--- config.mk ---
export PLATFORM = sky130hd
export DESIGN_NAME = ldr_ram
export DESIGN_NICKNAME = d
export VERILOG_FILES = /design/src/rtl/longest_distinct_run_assert.svh /design/src/rtl/ldr_ram.sv
export SDC_FILE = /design/constraint.sdc
export NUM_CORES = 1
export LEC_CHECK = 0
export BUFFER_PORTS_ARGS = -buffer_cell sky130_fd_sc_hd__clkbuf_2
export CAP_MARGIN = 20
export CORE_ASPECT_RATIO = 0.9
export CORE_UTILIZATION = 53
export DETAILED_ROUTE_END_ITERATION = 8
export GPL_TIMING_DRIVEN = 0
export PLACE_DENSITY = 0.79
export REMOVE_ABC_BUFFERS = 1
export SLEW_MARGIN = 20
export SYNTH_ARGS = -nofsm -noshare
export SYNTH_HDL_FRONTEND = slang
export SYNTH_SLANG_ARGS = --single-unit
--- constraint.sdc ---
create_clock -name clock -period 4.6 [get_ports clock]
set_clock_uncertainty 0.2 [all_clocks]
set_input_delay 0.23 -clock clock [delete_from_list [all_inputs] [get_ports clock]]
set_output_delay 0.23 -clock clock [all_outputs]
set_load 0.01 [all_outputs]
--- src/rtl/longest_distinct_run_assert.svh ---
// Assertion macros shared by the longest distinct run block.
// Depends on nothing; included by the top level only.
`ifndef LONGEST_DISTINCT_RUN_ASSERT_SVH
`define LONGEST_DISTINCT_RUN_ASSERT_SVH

// Same-cycle implication, checked outside reset.
`define LDR_ASSERT_IMPLY(label, clk, rst, ante, cons, msg) \
   label: assert property (@(posedge clk) disable iff (rst) (ante) |-> (cons)) \
      else $error(msg);

// Next-cycle implication, checked outside reset.
`define LDR_ASSERT_NEXT(label, clk, rst, ante, cons, msg) \
   label: assert property (@(posedge clk) disable iff (rst) (ante) |=> (cons)) \
      else $error(msg);

`endif

--- src/rtl/ldr_ram.sv ---
// Generic single-write, single-read RAM with a registered read port.
// Depends on nothing.
module ldr_ram #(
   parameter int WIDTH = 8,
   parameter int DEPTH = 16
) (
   input  logic                     clock,
   input  logic                     wr_en,
   input  logic [$clog2(DEPTH)-1:0] wr_addr,
   input  logic [WIDTH-1:0]         wr_data,
   input  logic                     rd_en,
   input  logic [$clog2(DEPTH)-1:0] rd_addr,
   output logic [WIDTH-1:0]         rd_data
);

   logic [WIDTH-1:0] mem_ff [DEPTH];
   logic [WIDTH-1:0] rd_data_ff;

   // A read at the address being written returns the old contents.
   always_ff @(posedge clock) begin
      if (wr_en) begin
         mem_ff[wr_addr] <= wr_data;
      end
      if (rd_en) begin
         rd_data_ff <= mem_ff[rd_addr];
      end
   end

   assign rd_data = rd_data_ff;

endmodule

# Yosys cells after proc, flatten, opt, wreduce, memory -nomap -nowiden
# Memories as Yosys holds them, arrays and structs flattened. A register that Yosys moved wholly into a read port is not among the register bits.
# Index checks and enable logic that the tools add are counted.
word_totals:
  mem_bits_rw: 128
  mem_count: 1
  output_inout_bits: 8
  reg_bits: 0
  inputBits: 19
  word_cells: 3
memory_table:
  columns: ["name", "depth", "width", "rd", "rd_ports_with_merged_regs", "wr", "line_no", "rtl"]
  rows:
  - ["mem_ff", 16, 8, 1, 1, 1, "ldr_ram.sv:16", "logic [WIDTH-1:0] mem_ff [DEPTH];"]
classes:
  n_mux: 2
ops:
  columns: ["cell", "n"]
  rows:
  - ["$mux 1", 2]

# Longest topological paths before layout
depth:
  depth_word: 2
  ltp_mapped: 5
  ltp_nobuf: 3

# Least setup slack after synthesis
# No wires, ideal clock.
synth_path:
  path_kind: "in2reg"
  startpoint: "input port wr_addr[2]"
  endpoint: "memory mem_ff[0][0] (enable)"
  arrival_time_ns: 1.340
  path_buffers: 0
  cell_stages: 2
  setup_ns: 0.383
  required_ns: 4.017
  path_slack_ns: 2.677
  path_cell_list: "or3b_2 -> nor3_1"
synth_rtl:
  columns: ["item", "line_no", "rtl"]
  rows:
  - ["start: declaration", "ldr_ram.sv:9", "input logic [$clog2(DEPTH)-1:0] wr_addr,"]
  - ["end: declaration", "ldr_ram.sv:16", null]
# No word-level cell before the write port.

==> results.py <==
metrics = {
    "run_status": {
        "outcome": "complete, no violations",
    },
    "sta": {
        "finalCritPeriodShare_pct": 39.28,
        "drv_slew": 0,
        "finalHoldViolations": 0,
        "fmax_mhz": 553.4,
        "period_needed_ns": 1.807,
        "rsz0062_at_grt": "no",
        "setup_violations": 0,
        "max_slew_margin_pct": 36.32,
        "tightest_slew_ns": 0.9517,
        "setup_tns_ns": 0,
    },
    "logic_synthesis": {
        "ys_ff_latch": 136,
        "syn_inst": 229,
        "ys_seq_area_share_pct": 78.12,
        "synth_area_per_cell_um2": 22.83,
        "syn_area_um2": 5228,
        "yosysWarnings": 0,
        "synth.distinct_cells": 18,
        "synth_top_area_share_pct": 78.12,
        "yosys.area.top_type": "edfxtp_1",
        "yosys-top-cells-area": "edfxtp_1 (78%), mux4_2 (7.8%), mux4_1 (7.0%)",
    },
    "route": {
        "routedWlPerCell_um": 22.73,
        "vias": 2415,
        "ant_nets": 0,
        "vias_per_cell": 5.862,
        "routed_wl_mm": 9.363,
        "firstDrtPassIters": 4,
        "drc": 0,
        "drt_iter0_markers": 158,
    },
    "clocking": {
        "clk_path_buf_depth": 2,
        "clk_pin_slew_worst_paths_ns": 0.07,
        "clock_latency_ns": 0.53,
        "cts_buffers": 17,
        "cts_max_level": 4,
        "cts_tree": "yes",
        "post_cts_buffers": 0,
        "post_cts_resized": 0,
        "root_buffer": "clkbuf_8",
        "cts_sinks": 136,
    },
    "hold_path": {
        "hp-start": "wr_addr[1]",
        "hold_class": "primary input to flip-flop",
        "holdPathEnd": "mem_ff[0][4]$_DFFE_PP_",
        "whs_path_depth": 2,
    },
    "placed_design": {
        "globalplace.congestion": 0.7445,
        "dp_hpwl_mm": 5.622,
        "port_buffers": 26,
        "dp_cells": 371,
    },
    "global_route": {
        "antenna_found_initial": 0,
        "gr-usage-all-layers_pct": 20.54,
        "grt_pass1_vias": 2451,
        "grt_pass1_wl_mm": 14.15,
        "grt_start_max_net_pins": 33,
        "use_met3_pct": 6.297,
        "busiest_layer": "met2",
        "use_met2_pct": 32.26,
        "gr-usage-met1_pct": 27.95,
        "grt-ovfl-total": 0,
    },
    "cells_and_area": {
        "syn_to_final_growth_pct": 16.71,
        "n_antenna_cell": 0,
        "final_cells": 412,
        "n_fill_cell": 662,
        "final_cell_mix": "edfxtp_1 (136), clkbuf_2 (25), mux4_2 (18), a22oi_1 (16), clkbuf_16 (16)",
        "drive_gt1_share_pct": 27.97,
        "fin_nets": 292,
        "final_common_cell": "edfxtp_1",
    },
    "power": {
        "power.density_nw_per_um2": 458.3,
        "irDropWorstVdd_mv": 0.2545,
        "leakagePower_nw": 2.018,
        "power_mw": 2.796,
    },
    "critical_path": {
        "rr_endpoint": "rd_data[3]$_DFFE_PP_",
        "reg2reg_slack_ns": 2.80,
        "path_max_fanout": 32,
        "cp.arrival_ns": 1.85,
        "required_ns": 4.65,
        "reg2regPathDepth": 3,
        "crit_path_end_kind": "flip-flop",
        "critPathKind": "primary input to flip-flop",
        "r2r_start": "mem_ff[9][3]$_DFFE_PP_",
        "cp-start-kind": "primary input",
    },
    "die": {
        "die_x_um": 106.7,
        "core.rowCount": 34,
        "core_area_um2": 9614,
        "die_area_um2": 10260,
        "die_height_um": 96.22,
        "io_pins": 27,
        "start_util_pct": 54.37,
    },
    "run": {
        "cap_violations": 0,
    },
}
-- sequential cells by signal, indices dropped and copies added, names as in the netlist --
register and count:
mem_ff 128, rd_data 8
-- layout make-up --
| cell class | count | area (µm²) | area share [%] |
|---|---|---|---|
| Sequential cell | 136 | 4084 | 66.94 |
| Multi-Input combinational cell | 83 | 1077 | 17.66 |
| Clock buffer | 18 | 417.9 | 6.850 |
| Timing Repair Buffer | 35 | 222.7 | 3.651 |
| Tap cell | 126 | 157.7 | 2.584 |
| Clock inverter | 14 | 141.4 | 2.317 |
-- worst max-delay path by stage --
stage,end,startpoint
5_1_grt,rd_data[3]$_DFFE_PP_,rd_addr[0]
3_5_place_dp,rd_data[3]$_DFFE_PP_,rd_addr[0]
3_3_place_gp,rd_data[3]$_DFFE_PP_,rd_addr[0]
2_1_floorplan,mem_ff[0][0]$_DFFE_PP_,wr_addr[2]
4_1_cts,rd_data[3]$_DFFE_PP_,rd_addr[0]
6_report,rd_data[3]$_DFFE_PP_,rd_addr[0]
-- kinds of logic after synthesis --
logic type / after synthesis / synth area share (%)
buffers and inverters: 10 / 1.651
AOI/OAI and AO/OA: 16 / 2.298
DFF: 136 / 78.12
muxes: 32 / 14.79
and+or+nand+nor: 35 / 3.136
-- power by group --
group | internal, mW | switching, mW
clock network | 0.730 | 0.536
registers | 1.40 | 0.00616
logic | 0.0532 | 0.0746
total | 2.18 | 0.616
-- cell usage after synthesis, drive strengths merged --
master         count
edfxtp           136
mux4              32
a22oi             16
nand2              9
nand3              1
nand2b             2
nor2b              1
nor2              13
and2b              1
and2               1
buf                7
nand3b             2
or3b               1
nor3               4
clkdlybuf4s25      3
-- metal layers --
layer / wire [µm] / part of all wire [%] / vias up
li1: - / - / 1074
met1: 3877 / 41 / 1229
met2: 4639 / 50 / 100
met3: 775 / 8.3 / 12
met4: 70 / 0.75 / 0
met5: 0 / 0 / -
-- stage by stage --
stage          area, µm²  hold WS (ns)  utilization, %  setup WS (ns)
2_1_floorplan       5141        0.1289               -          2.677
3_3_place_gp        5429        0.3798           56.47          1.872
3_5_place_dp        5451        0.4056           56.70          2.219
4_1_cts             6101       0.01993           63.46          2.769
5_1_grt             6101       0.04946           63.46          2.702
6_report            6101       0.03408           63.46          2.793
-- critical path, cell delays in order --
cell	delay, ns
clkbuf_4	0.52
mux4_1	0.67
a22oi_1	0.26
nand2_1	0.16
-- what timing repair did --
| item | 4_1_cts | 5_1_grt |
|---|---|---|
| hold buffers | 9 | 0 |
| setup endpoints to repair | 0 | 0 |
| hold endpoints to repair | 136 | 0 |
Power figures use the tool's default switching activity.
