$ cat src/rtl/longest_distinct_run_assert.svh
// Assertion macros shared by the longest distinct run block.
// Depends on nothing; included by the top level only.
`ifndef LONGEST_DISTINCT_RUN_ASSERT_SVH
`define LONGEST_DISTINCT_RUN_ASSERT_SVH

// Same-cycle implication, checked outside reset.
`define LDR_ASSERT_IMPLY(label, clk, rst, ante, cons, msg) \
   label: assert property (@(posedge clk) disable iff (rst) (ante) |-> (cons)) \
      else $error(msg);

// Next-cycle implication, checked outside reset.
`define LDR_ASSERT_NEXT(label, clk, rst, ante, cons, msg) \
   label: assert property (@(posedge clk) disable iff (rst) (ante) |=> (cons)) \
      else $error(msg);

`endif

$ cat src/rtl/ldr_pkg.sv
// Shared constants and types of the longest distinct run block.
// Depends on nothing; used by all other files but ldr_ram and the macros.
package ldr_pkg;

   localparam int SYMBOL_BITS  = 10;
   localparam int MAX_LEN      = 65536;
   localparam int TAG_BITS     = 8;
   localparam int LONGEST_BITS = 17;

   // Table depth, width of a stored position and width of the item counter.
   localparam int TABLE_DEPTH = 1 << SYMBOL_BITS;
   localparam int IDX_BITS    = $clog2(MAX_LEN);
   localparam int CNT_BITS    = $clog2(MAX_LEN + 1);

   localparam logic [TAG_BITS-1:0] TAG_MAX = {TAG_BITS{1'b1}};

   typedef struct packed {
      logic [SYMBOL_BITS-1:0] symbol;
      logic                   first;
      logic                   last;
   } req_item_type;

   typedef struct packed {
      logic [LONGEST_BITS-1:0] longest;
      logic                    overflow;
   } rsp_item_type;

   // One table entry: the case tag that wrote it and the position it holds.
   typedef struct packed {
      logic [TAG_BITS-1:0] tag;
      logic [IDX_BITS-1:0] pos;
   } entry_type;

   typedef struct packed {
      logic                   we;
      logic [SYMBOL_BITS-1:0] addr;
      entry_type              data;
   } mem_wr_type;

   // Status of the tag clearing sweep.
   typedef struct packed {
      logic                   busy;
      logic                   done;
      logic [SYMBOL_BITS-1:0] addr;
   } clr_type;

endpackage

$ cat src/rtl/ldr_scan.sv
// Per-item window update: case start, repeat detection, run and best length.
// Depends on ldr_pkg; fed by the input register and the table lookup.
module ldr_scan (
   input  logic                  clock,
   input  logic                  reset,
   input  logic                  item_valid,
   input  ldr_pkg::req_item_type item,
   input  ldr_pkg::entry_type    lookup,
   input  logic                  out_ok,
   input  ldr_pkg::clr_type      clr,
   output logic                  fire,
   output logic                  wrap_req,
   output ldr_pkg::mem_wr_type   wr,
   output ldr_pkg::rsp_item_type result
);

   logic [ldr_pkg::TAG_BITS-1:0] case_tag_ff, case_tag_in;
   logic [ldr_pkg::CNT_BITS-1:0] position_ff, position_in;
   logic [ldr_pkg::IDX_BITS-1:0] window_start_ff, window_start_in;
   logic [ldr_pkg::CNT_BITS-1:0] best_ff, best_in;
   logic                         too_long_ff, too_long_in;

   logic                         start;
   logic [ldr_pkg::TAG_BITS-1:0] tag_cur;
   logic [ldr_pkg::CNT_BITS-1:0] pos_cur;
   logic [ldr_pkg::IDX_BITS-1:0] ws_cur;
   logic [ldr_pkg::CNT_BITS-1:0] best_cur;
   logic                         tl_cur;
   logic                         in_range;
   logic                         hit;
   logic [ldr_pkg::IDX_BITS-1:0] ws_new;
   logic [ldr_pkg::CNT_BITS-1:0] run;
   logic [ldr_pkg::CNT_BITS-1:0] pos_nx;
   logic [ldr_pkg::IDX_BITS-1:0] ws_nx;
   logic [ldr_pkg::CNT_BITS-1:0] best_nx;
   logic                         tl_nx;

   // A case opens on a first flag or on any item while no case is open.
   assign start = item.first || (position_ff == '0 && !too_long_ff);

   // A new case at the top tag has to wait for the table tags to be cleared.
   assign wrap_req = item_valid && start && (case_tag_ff == ldr_pkg::TAG_MAX);
   assign fire     = item_valid && !clr.busy && !wrap_req && (!item.last || out_ok);

   // Values seen by this item, after a possible case start.
   always_comb begin
      tag_cur  = start ? case_tag_ff + ldr_pkg::TAG_BITS'(1) : case_tag_ff;
      pos_cur  = start ? '0 : position_ff;
      ws_cur   = start ? '0 : window_start_ff;
      best_cur = start ? '0 : best_ff;
      tl_cur   = start ? 1'b0 : too_long_ff;
   end

   // A repeat inside the window moves the window past the earlier occurrence.
   always_comb begin
      in_range = pos_cur < ldr_pkg::CNT_BITS'(ldr_pkg::MAX_LEN);
      hit      = !start && (lookup.tag == tag_cur) && (lookup.pos >= ws_cur);
      ws_new   = hit ? lookup.pos + ldr_pkg::IDX_BITS'(1) : ws_cur;
      run      = pos_cur - ldr_pkg::CNT_BITS'(ws_new) + ldr_pkg::CNT_BITS'(1);
      if (in_range) begin
         pos_nx  = pos_cur + ldr_pkg::CNT_BITS'(1);
         ws_nx   = ws_new;
         best_nx = (run > best_cur) ? run : best_cur;
         tl_nx   = tl_cur;
      end else begin
         pos_nx  = pos_cur;
         ws_nx   = ws_cur;
         best_nx = best_cur;
         tl_nx   = 1'b1;
      end
   end

   // Table write and result of this item.
   always_comb begin
      wr.we           = fire && in_range;
      wr.addr         = item.symbol;
      wr.data.tag     = tag_cur;
      wr.data.pos     = pos_cur[ldr_pkg::IDX_BITS-1:0];
      result.longest  = ldr_pkg::LONGEST_BITS'(best_nx);
      result.overflow = tl_nx;
   end

   // Next state; the last item of a case closes it.
   always_comb begin
      case_tag_in     = case_tag_ff;
      position_in     = position_ff;
      window_start_in = window_start_ff;
      best_in         = best_ff;
      too_long_in     = too_long_ff;
      if (clr.done) begin
         case_tag_in = '0;
      end else if (fire) begin
         case_tag_in = tag_cur;
         if (item.last) begin
            position_in     = '0;
            window_start_in = '0;
            best_in         = '0;
            too_long_in     = 1'b0;
         end else begin
            position_in     = pos_nx;
            window_start_in = ws_nx;
            best_in         = best_nx;
            too_long_in     = tl_nx;
         end
      end
   end

   always_ff @(posedge clock) begin
      if (reset) begin
         case_tag_ff     <= '0;
         position_ff     <= '0;
         window_start_ff <= '0;
         best_ff         <= '0;
         too_long_ff     <= 1'b0;
      end else begin
         case_tag_ff     <= case_tag_in;
         position_ff     <= position_in;
         window_start_ff <= window_start_in;
         best_ff         <= best_in;
         too_long_ff     <= too_long_in;
      end
   end

endmodule

$ cat config.mk
export PLATFORM = sky130hd
export DESIGN_NAME = ldr_scan
export DESIGN_NICKNAME = d
export VERILOG_FILES = /design/src/rtl/longest_distinct_run_assert.svh /design/src/rtl/ldr_pkg.sv /design/src/rtl/ldr_scan.sv
export SDC_FILE = /design/constraint.sdc
export NUM_CORES = 1
export LEC_CHECK = 0
export ABC_AREA = 0
export ABC_CLOCK_PERIOD_IN_PS = 16850
export BUFFER_PORTS_ARGS = -buffer_cell sky130_fd_sc_hd__buf_2
export CAP_MARGIN = 25
export CORE_UTILIZATION = 60
export CTS_CLUSTER_SIZE = 14
export DETAILED_ROUTE_END_ITERATION = 8
export PLACE_DENSITY = 0.85
export SLEW_MARGIN = 30
export SYNTH_ARGS = -nofsm -noshare
export SYNTH_HDL_FRONTEND = slang
export SYNTH_SLANG_ARGS = --single-unit
$ cat constraint.sdc
create_clock -name clock -period 16.85 [get_ports clock]
set_clock_uncertainty 0.2 [all_clocks]
set_input_delay 2.5275 -clock clock [delete_from_list [all_inputs] [get_ports clock]]
set_output_delay 2.5275 -clock clock [all_outputs]
set_load 0.02 [all_outputs]
# After elaboration in Yosys (flattened, before gate mapping)
# Index checks and enable logic that the tools add are counted.
# W data, S select, Z words.
# totals
word_cells	50
reg_bits	59
output_inout_bits	55
inputBits	52
# classes
eq_ne	2
n_reduce_logical	19
order_cmp	3
addsub	5
mux	15
bitwise	1
# op_table
operator	n
$mux W17	7
$mux W16	4
$add A17 B1 Y17 const B	2
$gt A17 B17 Y1	1
$logic_not A17 Y1	1
$lt A17 B17 Y1 const B	1
$sub A17 B16 Y17	1
$add A16 B1 Y16 const B	1
$ge A16 B16 Y1	1
$logic_and A1 B1 Y1	9
$add A8 B1 Y8 const B	1
$eq A8 B8 Y1	1
$eq A8 B8 Y1 const B	1
$mux W8	1
$logic_not A1 Y1	5
$mux W1	3
$logic_or A1 B1 Y1	2
$reduce_and A2 Y1	1
$reduce_or A2 Y1	1
$not A1 Y1	1

# Longest topological paths before layout
# logic_depth
word_depth	14
ltp_mapped	35
depth_no_buf	30

# Worst setup path after synthesis
# OpenSTA, ideal clock, no wires.
# synth_timing
path_type	in2out
from	input item[1] (netlist bit)
to	output result[11] (netlist bit)
stages	30
required_time_ps	14122
t_arrival_ps	9020
n_path_buf	6
path_slack_ps	5103
path_cell_list	clkbuf_1 -> a31oi_2 -> buf_2 -> buf_2 -> nand2_1 -> ha_1 -> a21oi_1 -> nor2_1 -> o31a_1 -> a2111oi_4 -> nor3_4 -> buf_6 -> mux2_2 -> ha_1 -> ha_1 -> a2111oi_4 -> o21ai_2 -> a221oi_2 -> o21bai_2 -> o41ai_2 -> xnor2_1 -> xnor2_1 -> ha_1 -> nand4_1 -> nand2b_1 -> nor2b_1 -> o21a_2 -> buf_6 -> buf_6 -> o21ai_0
# synth_rtl
item	line_no	source
from (decl)	ldr_scan.sv:7	input ldr_pkg::req_item_type item,
to (decl)	ldr_scan.sv:14	output ldr_pkg::rsp_item_type result

==> out/qor.yml <==
place_congestion: 0.8864
dp_hpwl_um: 11450
holdPathStages: 2
syn_nets: 823
die_w_um: 99.02
antenna_cells: 0
syn_inst: 703
area_growth_pct: 9.415
crit_arrival_ps: 10200
crit_type: "in2out"
synth-compound-area-share: 0.2129
rsz0062_at_grt: "no"
yosys_warnings: 0
yosysUniqueCellTypes: 71
yosys.area_share.simple: 0.2424
p_per_area_mw_per_mm2: 54.19
path_buf_inv: 4
synth.area.mux_share: 0.05007
overflow: 0
drt_pass1_iterations: 5
cts_buffers: 9
cap_violations: 0
wl_um: 15240
cts_tree: "done"
fmax_mhz: 77.33
hold_end: "best_ff[4]"
drive_gt1_frac: 0.1735
worstHoldStart: "best_ff[4]"
drc: 0
rows: 35
io_buffers: 76
cts.sinks: 59
crit_path_max_incr_delay_ps: 760
worst_r2r_startpoint: "position_ff[7]"
crit_top_cell: "ha_1"
via_per_inst: 6.358
coreArea_mm2: 0.009196
synthesis.area_mm2: 0.005648
yosysTopAreaCell: "dfxtp_1"
crit_required_ps: 14120
slew_viol_final: 0
ctsHoldBuffers: 0
die-height_um: 99.02
ctsLongestPathBuffers: 2
slew_headroom: 0.3954
synth_fa_ha_area_frac: 0.1520
via_count: 5506
crit_path_start_kind: "input port"
synth.cells.most_frequent: "70 x nand2_1, 67 x ha_1, 59 x dfxtp_1, 48 x nor2_1, 44 x a21oi_1"
grt_pass1_vias: 5191
yosys-top-cells-area: "dfxtp_1 21%, ha_1 15%, nand2_1 4.7%"
ff2ff_path_depth: 28
cp_slowest_cell: "nor3_4"
min_path_type: "reg2reg"
min_period_over_period: 0.7675
route.met2.wl_um: 7196
cts.clk_slew.worst_paths_ps: 70
crit_family: "compound AO/OA/AOI/OAI gates"
initial_core_util: 0.6141
fillers: 752
p_total_uw: 334.9
regToRegSetupSlack_ps: 8180
grt_max_degree: 40
final_nets: 870
async_reset_ff_frac: 0
synth_edf_count: 0
postSynthAreaPerCell_um2: 8.034
period_minus_slack_ps: 12930
wl_met1_um: 6514
crit_cells: 28
cp_max_fo: 39
htree_levels: 3
dr_wl_met3_um: 1004
antenna_found_initial: 0
grtUsageTotal: 0.3124
startpoint: "item[1]"
yosysMostFrequentCell: "nand2_1"
grt_pass1_wl_um: 24330
die-area_mm2: 0.009805
p_leak_nw: 2.756
status: "finished, final reports clean"
routed.top_layer: "met4"
setup_violations: 0
routedWlPerCell_um: 17.59
ios: 107
yosysTopAreaCellShare: 0.2091
final_hold_viol_count: 0
ctsResizeCount: 0
synth-xor-area-share: 0.06978
postCtsSetupRepairBufs: 0
synth_top_family_by_area: "simple AND/OR/NAND/NOR gates"
clk_latency_ps: 350
dr.first_iter.drc_count: 436
r2r-end: "best_ff[0]"
clockRootBuffer: "clkbuf_8"
ys_seq_area_frac: 0.2091
peakVddDrop_uv: 38.57
postRouteAntennaNets: 0
setup.worst_path.end_class: "output port"
ys.flop_type: "dfxtp_1"
tightest_slew_ps: 903.6
ys_ff_latch: 59
setup_tns_ps: 0
## worst max path at each step
| stage | endpoint | slack, ps |
|---|---|---|
| floorplan | result[11] | 5100 |
| global placement | result[10] | 4270 |
| detailed placement | result[10] | 4070 |
| CTS | result[10] | 4070 |
| global route | result[8] | 3460 |
| finish | result[10] | 3920 |
## sequential cells by signal, indices dropped and copies added (netlist names)
name,flops
case_tag_ff,8
window_start_ff,16
position_ff,17
best_ff,17
too_long_ff,1
## placed cells by master, fill, tap and decap left out, types with 17 or more instances in the layout
| master | instances |
|---|---|
| dfxtp_1 | 59 |
| nand2_1 | 70 |
| buf_2 | 76 |
| nor2_1 | 48 |
| nand3_1 | 23 |
| ha_1 | 67 |
| a21oi_1 | 44 |
| o21ai_0 | 35 |
| xnor2_1 | 25 |
| nor2b_1 | 25 |
| xor2_1 | 20 |
| inv_1 | 31 |
| o2bb2ai_1 | 17 |
## worst reg2reg max path: cells and delay by family, from the launching register on
kind / cells / cell delay, ps
AOI/OAI and AO/OA: 11 / 2710
xor gates and xnor gates: 2 / 410
adders and majority gates: 4 / 1300
buffers and inverters: 1 / 300
DFF: 1 / 380
muxes: 2 / 790
and+or+nand+nor: 8 / 2470
## metrics by stage
| step | std cells | hold WS [ps] | cell area [um^2] | utilization | setup WS [ps] |
|---|---|---|---|---|---|
| 2_1_floorplan | 703 | 224.2 | 5648 | - | 5103 |
| 3_5_place_dp | 850 | 243.1 | 5939 | 0.6459 | 4070 |
| 5_1_grt | 866 | 289.3 | 6180 | 0.6720 | 3464 |
| 4_1_cts | 866 | 263.4 | 6180 | 0.6720 | 4068 |
| 6_report | 866 | 257.6 | 6180 | 0.6720 | 3918 |
| 3_3_place_gp | 850 | 235.6 | 5939 | 0.6459 | 4267 |
## power by group
| group | total [mW] | internal, mW | switching, mW |
|---|---|---|---|
| Combinational | 0.0322 | 0.0114 | 0.0207 |
| Clock | 0.163 | 0.0979 | 0.0647 |
| Sequential | 0.140 | 0.140 | 0.000459 |
## cell families (layout without fill, tap and decap cells)
| logic type | after synthesis | count (layout) |
|---|---|---|
| mux | 26 | 26 |
| buf+inv | 72 | 124 |
| xor+xnor | 45 | 45 |
| compound gates | 170 | 170 |
| flops | 59 | 59 |
| fa+ha+maj | 68 | 68 |
| simple gates | 263 | 263 |
## per-layer routing
metal  global-route usage  vias to the layer above
li1                     -                     2641
met1               0.3773                     2588
met2               0.5309                      233
met3              0.05248                       44
met4               0.1665                        0
met5                    0                        -
## final cells by class
type / count / area [um^2] / share of cell area
sequential: 59 / 1181 / 0.1911
clock buffer: 9 / 123.9 / 0.02004
timing repair buffer: 77 / 387.9 / 0.06277
clock inverter: 7 / 116.4 / 0.01883
tap: 111 / 138.9 / 0.02247
inverter: 31 / 116.4 / 0.01883
multi-input combinational: 572 / 4115 / 0.6659
Note: power is estimated with default switching activity, not from simulation.
