**config.mk**
```make
export PLATFORM = sky130hd
export DESIGN_NAME = ldr_clear
export DESIGN_NICKNAME = d
export VERILOG_FILES = /design/src/rtl/longest_distinct_run_assert.svh /design/src/rtl/ldr_pkg.sv /design/src/rtl/ldr_clear.sv
export SDC_FILE = /design/constraint.sdc
export NUM_CORES = 1
export LEC_CHECK = 0
export BUFFER_PORTS_ARGS = -buffer_cell sky130_fd_sc_hd__buf_4
export CAP_MARGIN = 10
export CORE_AREA = 2 2 39 41
export DETAILED_ROUTE_END_ITERATION = 10
export DIE_AREA = 0 0 41 43
export PLACE_DENSITY_LB_ADDON = 0.1
export SKIP_LAST_GASP = 1
export SLEW_MARGIN = 20
export SYNTH_ARGS = -nofsm -noshare
export SYNTH_HDL_FRONTEND = slang
export SYNTH_SLANG_ARGS = --single-unit
```
**constraint.sdc**
```tcl
create_clock -name clock -period 1.8 [get_ports clock]
set_input_delay 0.36 -clock clock [delete_from_list [all_inputs] [get_ports clock]]
set_output_delay 0.36 -clock clock [all_outputs]
set_load 0.01 [all_outputs]
```
**src/rtl/longest_distinct_run_assert.svh**
```systemverilog
// Assertion macros shared by the longest distinct run block.
// Depends on nothing; included by the top level only.
`ifndef LONGEST_DISTINCT_RUN_ASSERT_SVH
`define LONGEST_DISTINCT_RUN_ASSERT_SVH

// Same-cycle implication, checked outside reset.
`define LDR_ASSERT_IMPLY(label, clk, rst, ante, cons, msg) \
   label: assert property (@(posedge clk) disable iff (rst) (ante) |-> (cons)) \
      else $error(msg);

// Next-cycle implication, checked outside reset.
`define LDR_ASSERT_NEXT(label, clk, rst, ante, cons, msg) \
   label: assert property (@(posedge clk) disable iff (rst) (ante) |=> (cons)) \
      else $error(msg);

`endif

```
**src/rtl/ldr_pkg.sv**
```systemverilog
// Shared constants and types of the longest distinct run block.
// Depends on nothing; used by all other files but ldr_ram and the macros.
package ldr_pkg;

   localparam int SYMBOL_BITS  = 10;
   localparam int MAX_LEN      = 65536;
   localparam int TAG_BITS     = 8;
   localparam int LONGEST_BITS = 17;

   // Table depth, width of a stored position and width of the item counter.
   localparam int TABLE_DEPTH = 1 << SYMBOL_BITS;
   localparam int IDX_BITS    = $clog2(MAX_LEN);
   localparam int CNT_BITS    = $clog2(MAX_LEN + 1);

   localparam logic [TAG_BITS-1:0] TAG_MAX = {TAG_BITS{1'b1}};

   typedef struct packed {
      logic [SYMBOL_BITS-1:0] symbol;
      logic                   first;
      logic                   last;
   } req_item_type;

   typedef struct packed {
      logic [LONGEST_BITS-1:0] longest;
      logic                    overflow;
   } rsp_item_type;

   // One table entry: the case tag that wrote it and the position it holds.
   typedef struct packed {
      logic [TAG_BITS-1:0] tag;
      logic [IDX_BITS-1:0] pos;
   } entry_type;

   typedef struct packed {
      logic                   we;
      logic [SYMBOL_BITS-1:0] addr;
      entry_type              data;
   } mem_wr_type;

   // Status of the tag clearing sweep.
   typedef struct packed {
      logic                   busy;
      logic                   done;
      logic [SYMBOL_BITS-1:0] addr;
   } clr_type;

endpackage

```
**src/rtl/ldr_clear.sv**
```systemverilog
// Sweep that zeroes every tag of the symbol table, one entry a cycle.
// Depends on ldr_pkg; runs after reset and whenever the case tag wraps.
module ldr_clear (
   input  logic             clock,
   input  logic             reset,
   input  logic             start,
   output ldr_pkg::clr_type clr
);

   logic                            busy_ff, busy_in;
   logic [ldr_pkg::SYMBOL_BITS-1:0] addr_ff, addr_in;
   logic                            at_end;

   assign at_end = (addr_ff == {ldr_pkg::SYMBOL_BITS{1'b1}});

   // Walk the table once, starting at entry zero.
   always_comb begin
      busy_in = busy_ff;
      addr_in = addr_ff;
      if (busy_ff) begin
         addr_in = addr_ff + ldr_pkg::SYMBOL_BITS'(1);
         if (at_end) begin
            busy_in = 1'b0;
         end
      end else if (start) begin
         busy_in = 1'b1;
         addr_in = '0;
      end
   end

   always_ff @(posedge clock) begin
      if (reset) begin
         busy_ff <= 1'b1;
         addr_ff <= '0;
      end else begin
         busy_ff <= busy_in;
         addr_ff <= addr_in;
      end
   end

   assign clr.busy = busy_ff;
   assign clr.done = busy_ff && at_end;
   assign clr.addr = addr_ff;

endmodule

```
Word level (Yosys, flattened, before mapping) --
Cells that the tools add are included.
Cells by class: reduce and logical (&&, ||, !) cells 2, eq/ne operators 1, $add $sub $neg 1, mux-type cells 5
Operator list (number):
- 2-to-1 mux 10 bit | 2
- adder 10 x 1 -> 10 bit, second input constant | 1
- equality test 10 bit, second input constant | 1
- 2-to-1 mux 1 bit | 3
- nonzero test 2 bit | 1
- logical AND 1 bit | 1
Word-level totals: output and inout port bits 12, register bits 11, input bits 3

Depth between registers and ports, before layout --
Gate-level depths: netlist of run 1.
word-level depth 3, depth in mapped cells 4, depth with buffers taken out 4

Worst setup path after synthesis of run 1 --
No wires, ideal clock.
path kind register to output, start register addr_ff[0] in the netlist's numbering, end output clr[10] in the netlist's numbering, data arrival time 1.136 ns, setup slack 0.304 ns, stages on the path, launching flop included 4, required time 1.440 ns, cell sequence dfxtp_1 -> ha_1 -> nand3_1 -> nor4_1
RTL lines:
- start, declared | RTL line ldr_clear.sv:11 | logic [ldr_pkg::SYMBOL_BITS-1:0] addr_ff, addr_in;
- start signal, assigned | RTL line ldr_clear.sv:37 | addr_ff <= addr_in;
- end, declared | RTL line ldr_clear.sv:7 | output ldr_pkg::clr_type clr

==> results of run 1 <==
[metrics by stage]
step	total power, uW	util	instance area, sq um	setup slack (ps)
global route	480.1	0.5027	695.7	44.98
floorplan	278.7	-	526.8	304.2
CTS	465.0	0.4955	685.7	33.28
detailed placement	296.7	0.4765	659.4	299.1
global placement	296.4	0.4765	659.4	345.5
finish	457.5	0.5027	695.7	133.9
[metal layers]
metal / up-vias / GRT usage / part of all wire
met5: - / 0 / 0
met4: 0 / 0.06000 / 0.011
met3: 2 / 0.04712 / 0.053
met2: 11 / 0.2125 / 0.43
met1: 233 / 0.2273 / 0.50
li1: 259 / - / -
[report_power, final]
group | total [uW] | internal, uW | switching, uW
Clock | 166 | 85.5 | 80.0
Combinational | 35.2 | 18.6 | 16.6
Sequential | 257 | 249 | 7.57
[critical path: stages (launching register included)]
cell     delay [ps]
dfxtp_1         380
ha_2            240
nand3_1         120
nor4_2          150
buf_4           160
[cell families after synthesis]
| group | share of synthesized area |
|---|---|
| adder cells (fa/ha/maj) | 0.02375 |
| XOR/XNOR | 0.04989 |
| multiplexers | 0.03801 |
| AO/OA/AOI/OAI | 0.1378 |
| buffers and inverters | 0.04275 |
| AND/OR/NAND/NOR | 0.2898 |
| flip-flops | 0.4180 |
[sequential cells by signal (all words and copies together), names as in the netlist]
register  count
addr_ff      10
busy_ff       1
[layout make-up]
| cell class | count | area (sq um) |
|---|---|---|
| repair buffers | 17 | 127.6 |
| multi-input cells | 45 | 292.8 |
| fillers | 150 | 688.2 |
| inverters | 2 | 7.507 |
| clock buffers | 4 | 26.28 |
| well taps | 16 | 20.02 |
| flip-flops and latches | 11 | 221.5 |
[worst min-delay path by stage]
stage | end | cells after the start
after detailed placement | addr_ff[7] | 2
after global routing | addr_ff[8] | 2
after floorplan | addr_ff[5] | 1
after global placement | addr_ff[7] | 2
final | addr_ff[6] | 2
after CTS | addr_ff[6] | 2
[what timing repair did]
action	in CTS	in global routing
endpoints found under the setup margin	0	1
endpoints found under the hold margin	0	0
resized for setup	0	3
[cells in the mapped netlist, drive strengths merged (3+ instances only)]
master / instances / area, sq um
nor3: 3 / 15.01
a21oi: 3 / 15.01
o211ai: 3 / 22.52
nor2: 6 / 22.52
dfxtp: 11 / 220.2
nand4: 4 / 25.02
nand2: 4 / 15.01
==> results_dict.tcl, run 1 <==
set metrics [dict create \
    ys_seq_elements 11 \
    vias 505 \
    regToRegEndpoint "addr_ff[8]" \
    finalMaxSlewViolations 0 \
    fin_worst_hold_slack_ps 311.8 \
    cts_post_setup_buffers_inserted 0 \
    end_point_of_the_critical_path "clr[10]" \
    route.detailed.vias_per_inst 5.316 \
    critical_path_peak_fanout 5 \
    post_synth_edffs 0 \
    fp-row-count 14 \
    p_leak_uw 0.0002699 \
    starting_density 0.3807 \
    unrepaired_setup_endpoints_after_global_routing "no" \
    regToRegSetupSlack_ps 360 \
    antenna_violations_before_repair 0 \
    clk-insertion-delay-late_ps 260 \
    die-width_um 41 \
    cts_max_level 1 \
    dp.cells 91 \
    first_pass_grt_wire_length_um 1890 \
    worst_clock_skew_ps 4.184 \
    sequential_fraction_of_the_synthesis_area 0.4181 \
    die_height_um 43 \
    clock_sinks 11 \
    max-clock-path-buffers 2 \
    floorplan.die_area_sq_um 1763 \
    netlist_instances 60 \
    synth_flop_cell "dfxtp_1" \
    ys_warn_count 0 \
    syn2layout_area_growth_pct 32.07 \
    worstSetupStartpointType "register" \
    outcome "complete, no violations" \
    pin_count 15 \
    worst_hold_path_type "in -> reg" \
    endpoint_kind "output port" \
    clock.fmax_mhz 600.2 \
    cts-root-buf "clkbuf_4" \
    numPortBuffers 14 \
    route.antenna.remaining_nets 0 \
    cts_hold_buf 0 \
    total_number_of_nets_in_the_final_design 84 \
    core_area_sq_um 1384 \
    synth_fp_nets 64 \
    final_cells 95 \
    grtUsageTotal 0.1571 \
    finalHoldViolations 0 \
    synth.distinct_cells 26 \
    worst-endpoint-arrival_ps 1310 \
    ir_drop_v 0.0003653 \
    routed_wl_um 1189 \
    first_iter_violations 9 \
    hpwlAfterDp_um 872.3 \
    max_slew.worst_pin.slew_ps 283.5 \
    final_min_period_over_clock_period 0.9256 \
    drt_first_pass_iters 4 \
    setup_viol_count_final 0 \
    relSlewSlack 0.8104 \
    layout.cells.most_common_list "buf_4, dfxtp_1, nor2_1" \
    final_estimated_routing_congestion_in_global_placement 0.7538 \
    mostFrequentLayoutCell "buf_4" \
    worst-endpoint-required_ps 1440 \
    grt_remaining_overflow 0 \
    syn_area_sq_um 526.8 \
    reg2reg_depth 4 \
    drive_above_1_share 0.3165 \
    drc 0 \
    holdCritStartpoint "reset" \
    timing.critical_path.from "addr_ff[1]" \
    maxCapViolCount 0 \
    cts_made_buffers 3 \
    ys_async_sr_fraction 0 \
    crit-reg2reg-launch "addr_ff[1]" \
    routedWlPerCell_um 12.52 \
    tritoncts "yes" \
    critPathKind "reg -> out" \
    setup-tns-final_ps 0 \
    grt_max_degree 11 \
    antenna_cells_inserted 0 \
    grt_pass1_vias 433 \
    finalCriticalPeriod_ps 1666 \
    clk_pin_slew_ps 70 \
    postSynthAreaPerCell_sq_um 8.779 \
    power.density_nw_per_um2 657.7 \
]
(Power assumes the default switching activity.)
==> run 2, diff against run 1 <==
- SETUP_SLACK_MARGIN: unset -> 0.15
==> run 2 against run 1 <==
Against the previous run:
- sequential share of layout area barely moved
- non-clock buffer count did not move
- combinational power is 5% higher
- clock-buffer cell count unchanged
- register-to-register slack improved by 30 ps
- sequential cell count did not move
- utilization up 1.1 points
- routed wire length decreased by 0.42%
- power up 1.4%
- worst setup slack better by 84 ps
- cell count unchanged
- largest power group unchanged
- critical path depth unchanged
==> results_dict.tcl, run 2 (synthesis results as in run 1) <==
set metrics [dict create \
    top_register "addr_ff" \
    first_iter_violations 11 \
    grt_pass1_vias 448 \
    layout.cells.most_common_list "buf_4, nor2_1, dfxtp_1" \
    placedInstanceArea_sq_um 659.4 \
    dp_slack_ps 299.1 \
    worst-endpoint-arrival_ps 1220 \
    grtUsageTotal 0.1601 \
    n_fill_cell 153 \
    hpwlAfterDp_um 872.3 \
    die_height_um 43 \
    antenna_violations_before_repair 0 \
    finalHoldViolations 0 \
    ir_drop_v 0.0003638 \
    floorplan.die_area_sq_um 1763 \
    syn2layout_area_growth_pct 34.92 \
    drive_above_1_share 0.3671 \
    starting_density 0.3807 \
    cts-root-buf "clkbuf_4" \
    drt_first_pass_iters 4 \
    pin_count 15 \
    route.detailed.vias_per_inst 5.421 \
    cts_made_buffers 3 \
    cts_max_level 1 \
    worst-endpoint-required_ps 1440 \
    numPortBuffers 14 \
    cts_post_setup_buffers_inserted 0 \
    clk_pin_slew_ps 70 \
    fp-row-count 14 \
    tritoncts "yes" \
    worst_hold_path_type "in -> reg" \
    finalMaxSlewViolations 0 \
    die-width_um 41 \
    max-clock-path-buffers 2 \
    cts_hold_buf 0 \
    fin_worst_hold_slack_ps 300.3 \
    clock_sinks 11 \
    largest_registers "addr_ff (10), busy_ff (1)" \
    power.density_nw_per_um2 653.1 \
    vias 515 \
    core_area_sq_um 1384 \
    final_estimated_routing_congestion_in_global_placement 0.7538 \
    mostFrequentLayoutCell "buf_4" \
    antenna_cells_inserted 0 \
    critical_path_peak_fanout 5 \
    setup-tns-final_ps 0 \
    routedWlPerCell_um 12.46 \
    worst_clock_skew_ps 0.5881 \
    unrepaired_setup_endpoints_after_global_routing "yes" \
    first_pass_grt_wire_length_um 1932 \
    max_slew.worst_pin.slew_ps 286.5 \
    finalCriticalPeriod_ps 1583 \
    worstSetupStartpointType "register" \
    drc 0 \
    worst_slack_ps 217.4 \
    final_cells 95 \
    grt_max_degree 11 \
    clock.fmax_mhz 631.9 \
    setup_viol_count_final 0 \
    clk-insertion-delay-late_ps 260 \
    p_leak_uw 0.0002728 \
    grt_remaining_overflow 0 \
    largest_register_ff_count 10 \
    routed_wl_um 1184 \
    maxCapViolCount 0 \
    total_number_of_nets_in_the_final_design 84 \
    outcome "complete, no violations" \
    final_min_period_over_clock_period 0.8792 \
    route.antenna.remaining_nets 0 \
    final_design_area_no_fill_sq_um 710.7 \
    critPathKind "reg -> out" \
    relSlewSlack 0.8084 \
    endpoint_kind "output port" \
    dp.cells 91 \
]
==> run 2: area by class of cell <==
cell class | count | area (sq um) | share of cell area
multi-input combinational | 45 | 302.8 | 0.4261
sequential | 11 | 226.5 | 0.3187
timing repair buffer | 17 | 127.6 | 0.1796
clock buffer | 4 | 26.28 | 0.03697
tap | 16 | 20.02 | 0.02817
inverter | 2 | 7.507 | 0.01056
==> run 2: worst paths after layout <==
| check | startpoint | endpoint | slack [ps] | cells after the start |
|---|---|---|---|---|
| max | addr_ff[1] | clr[10] | 220 | 4 |
| min | reset | addr_ff[6] | 300 | 2 |
| max reg2reg | addr_ff[2] | addr_ff[7] | 390 | 3 |
| min reg2reg | addr_ff[7] | addr_ff[7] | 520 | 2 |
==> run 2: routing by layer <==
layer  vias to the layer above  track usage  routed length (um)
met5                         -            0                   0
met1                       233       0.2273                 568
li1                        260            -                   -
met2                        20       0.2219                 526
met4                         0      0.06000                  13
met3                         2      0.04712                  76
==> run 2: worst max-delay path: stages, from the launching register on <==
cell and delay, ps:
dfxtp_2 380, ha_4 170, nand3_1 110, nor4_2 150, buf_4 160
==> run 2: metrics by stage <==
step | total power, uW | utilization
4_1_cts | 470.2 | 0.5090
6_report | 464.2 | 0.5136
3_5_place_dp | 296.7 | 0.4765
5_1_grt | 485.6 | 0.5136
2_1_floorplan | 278.7 | -
3_3_place_gp | 296.4 | 0.4765
==> run 2: report_power, final <==
part	switching [uW]	internal, uW	total [uW]
Sequential	9.13	250	259
Combinational	16.5	20.4	36.9
Clock	82.9	85.5	168
==> run 2: timing repair <==
item	4_1_cts	5_1_grt
setup endpoints to repair	1	1
endpoints found under the hold margin	0	0
resized for setup	7	1
gates cloned	0	0
pin swaps	1	0
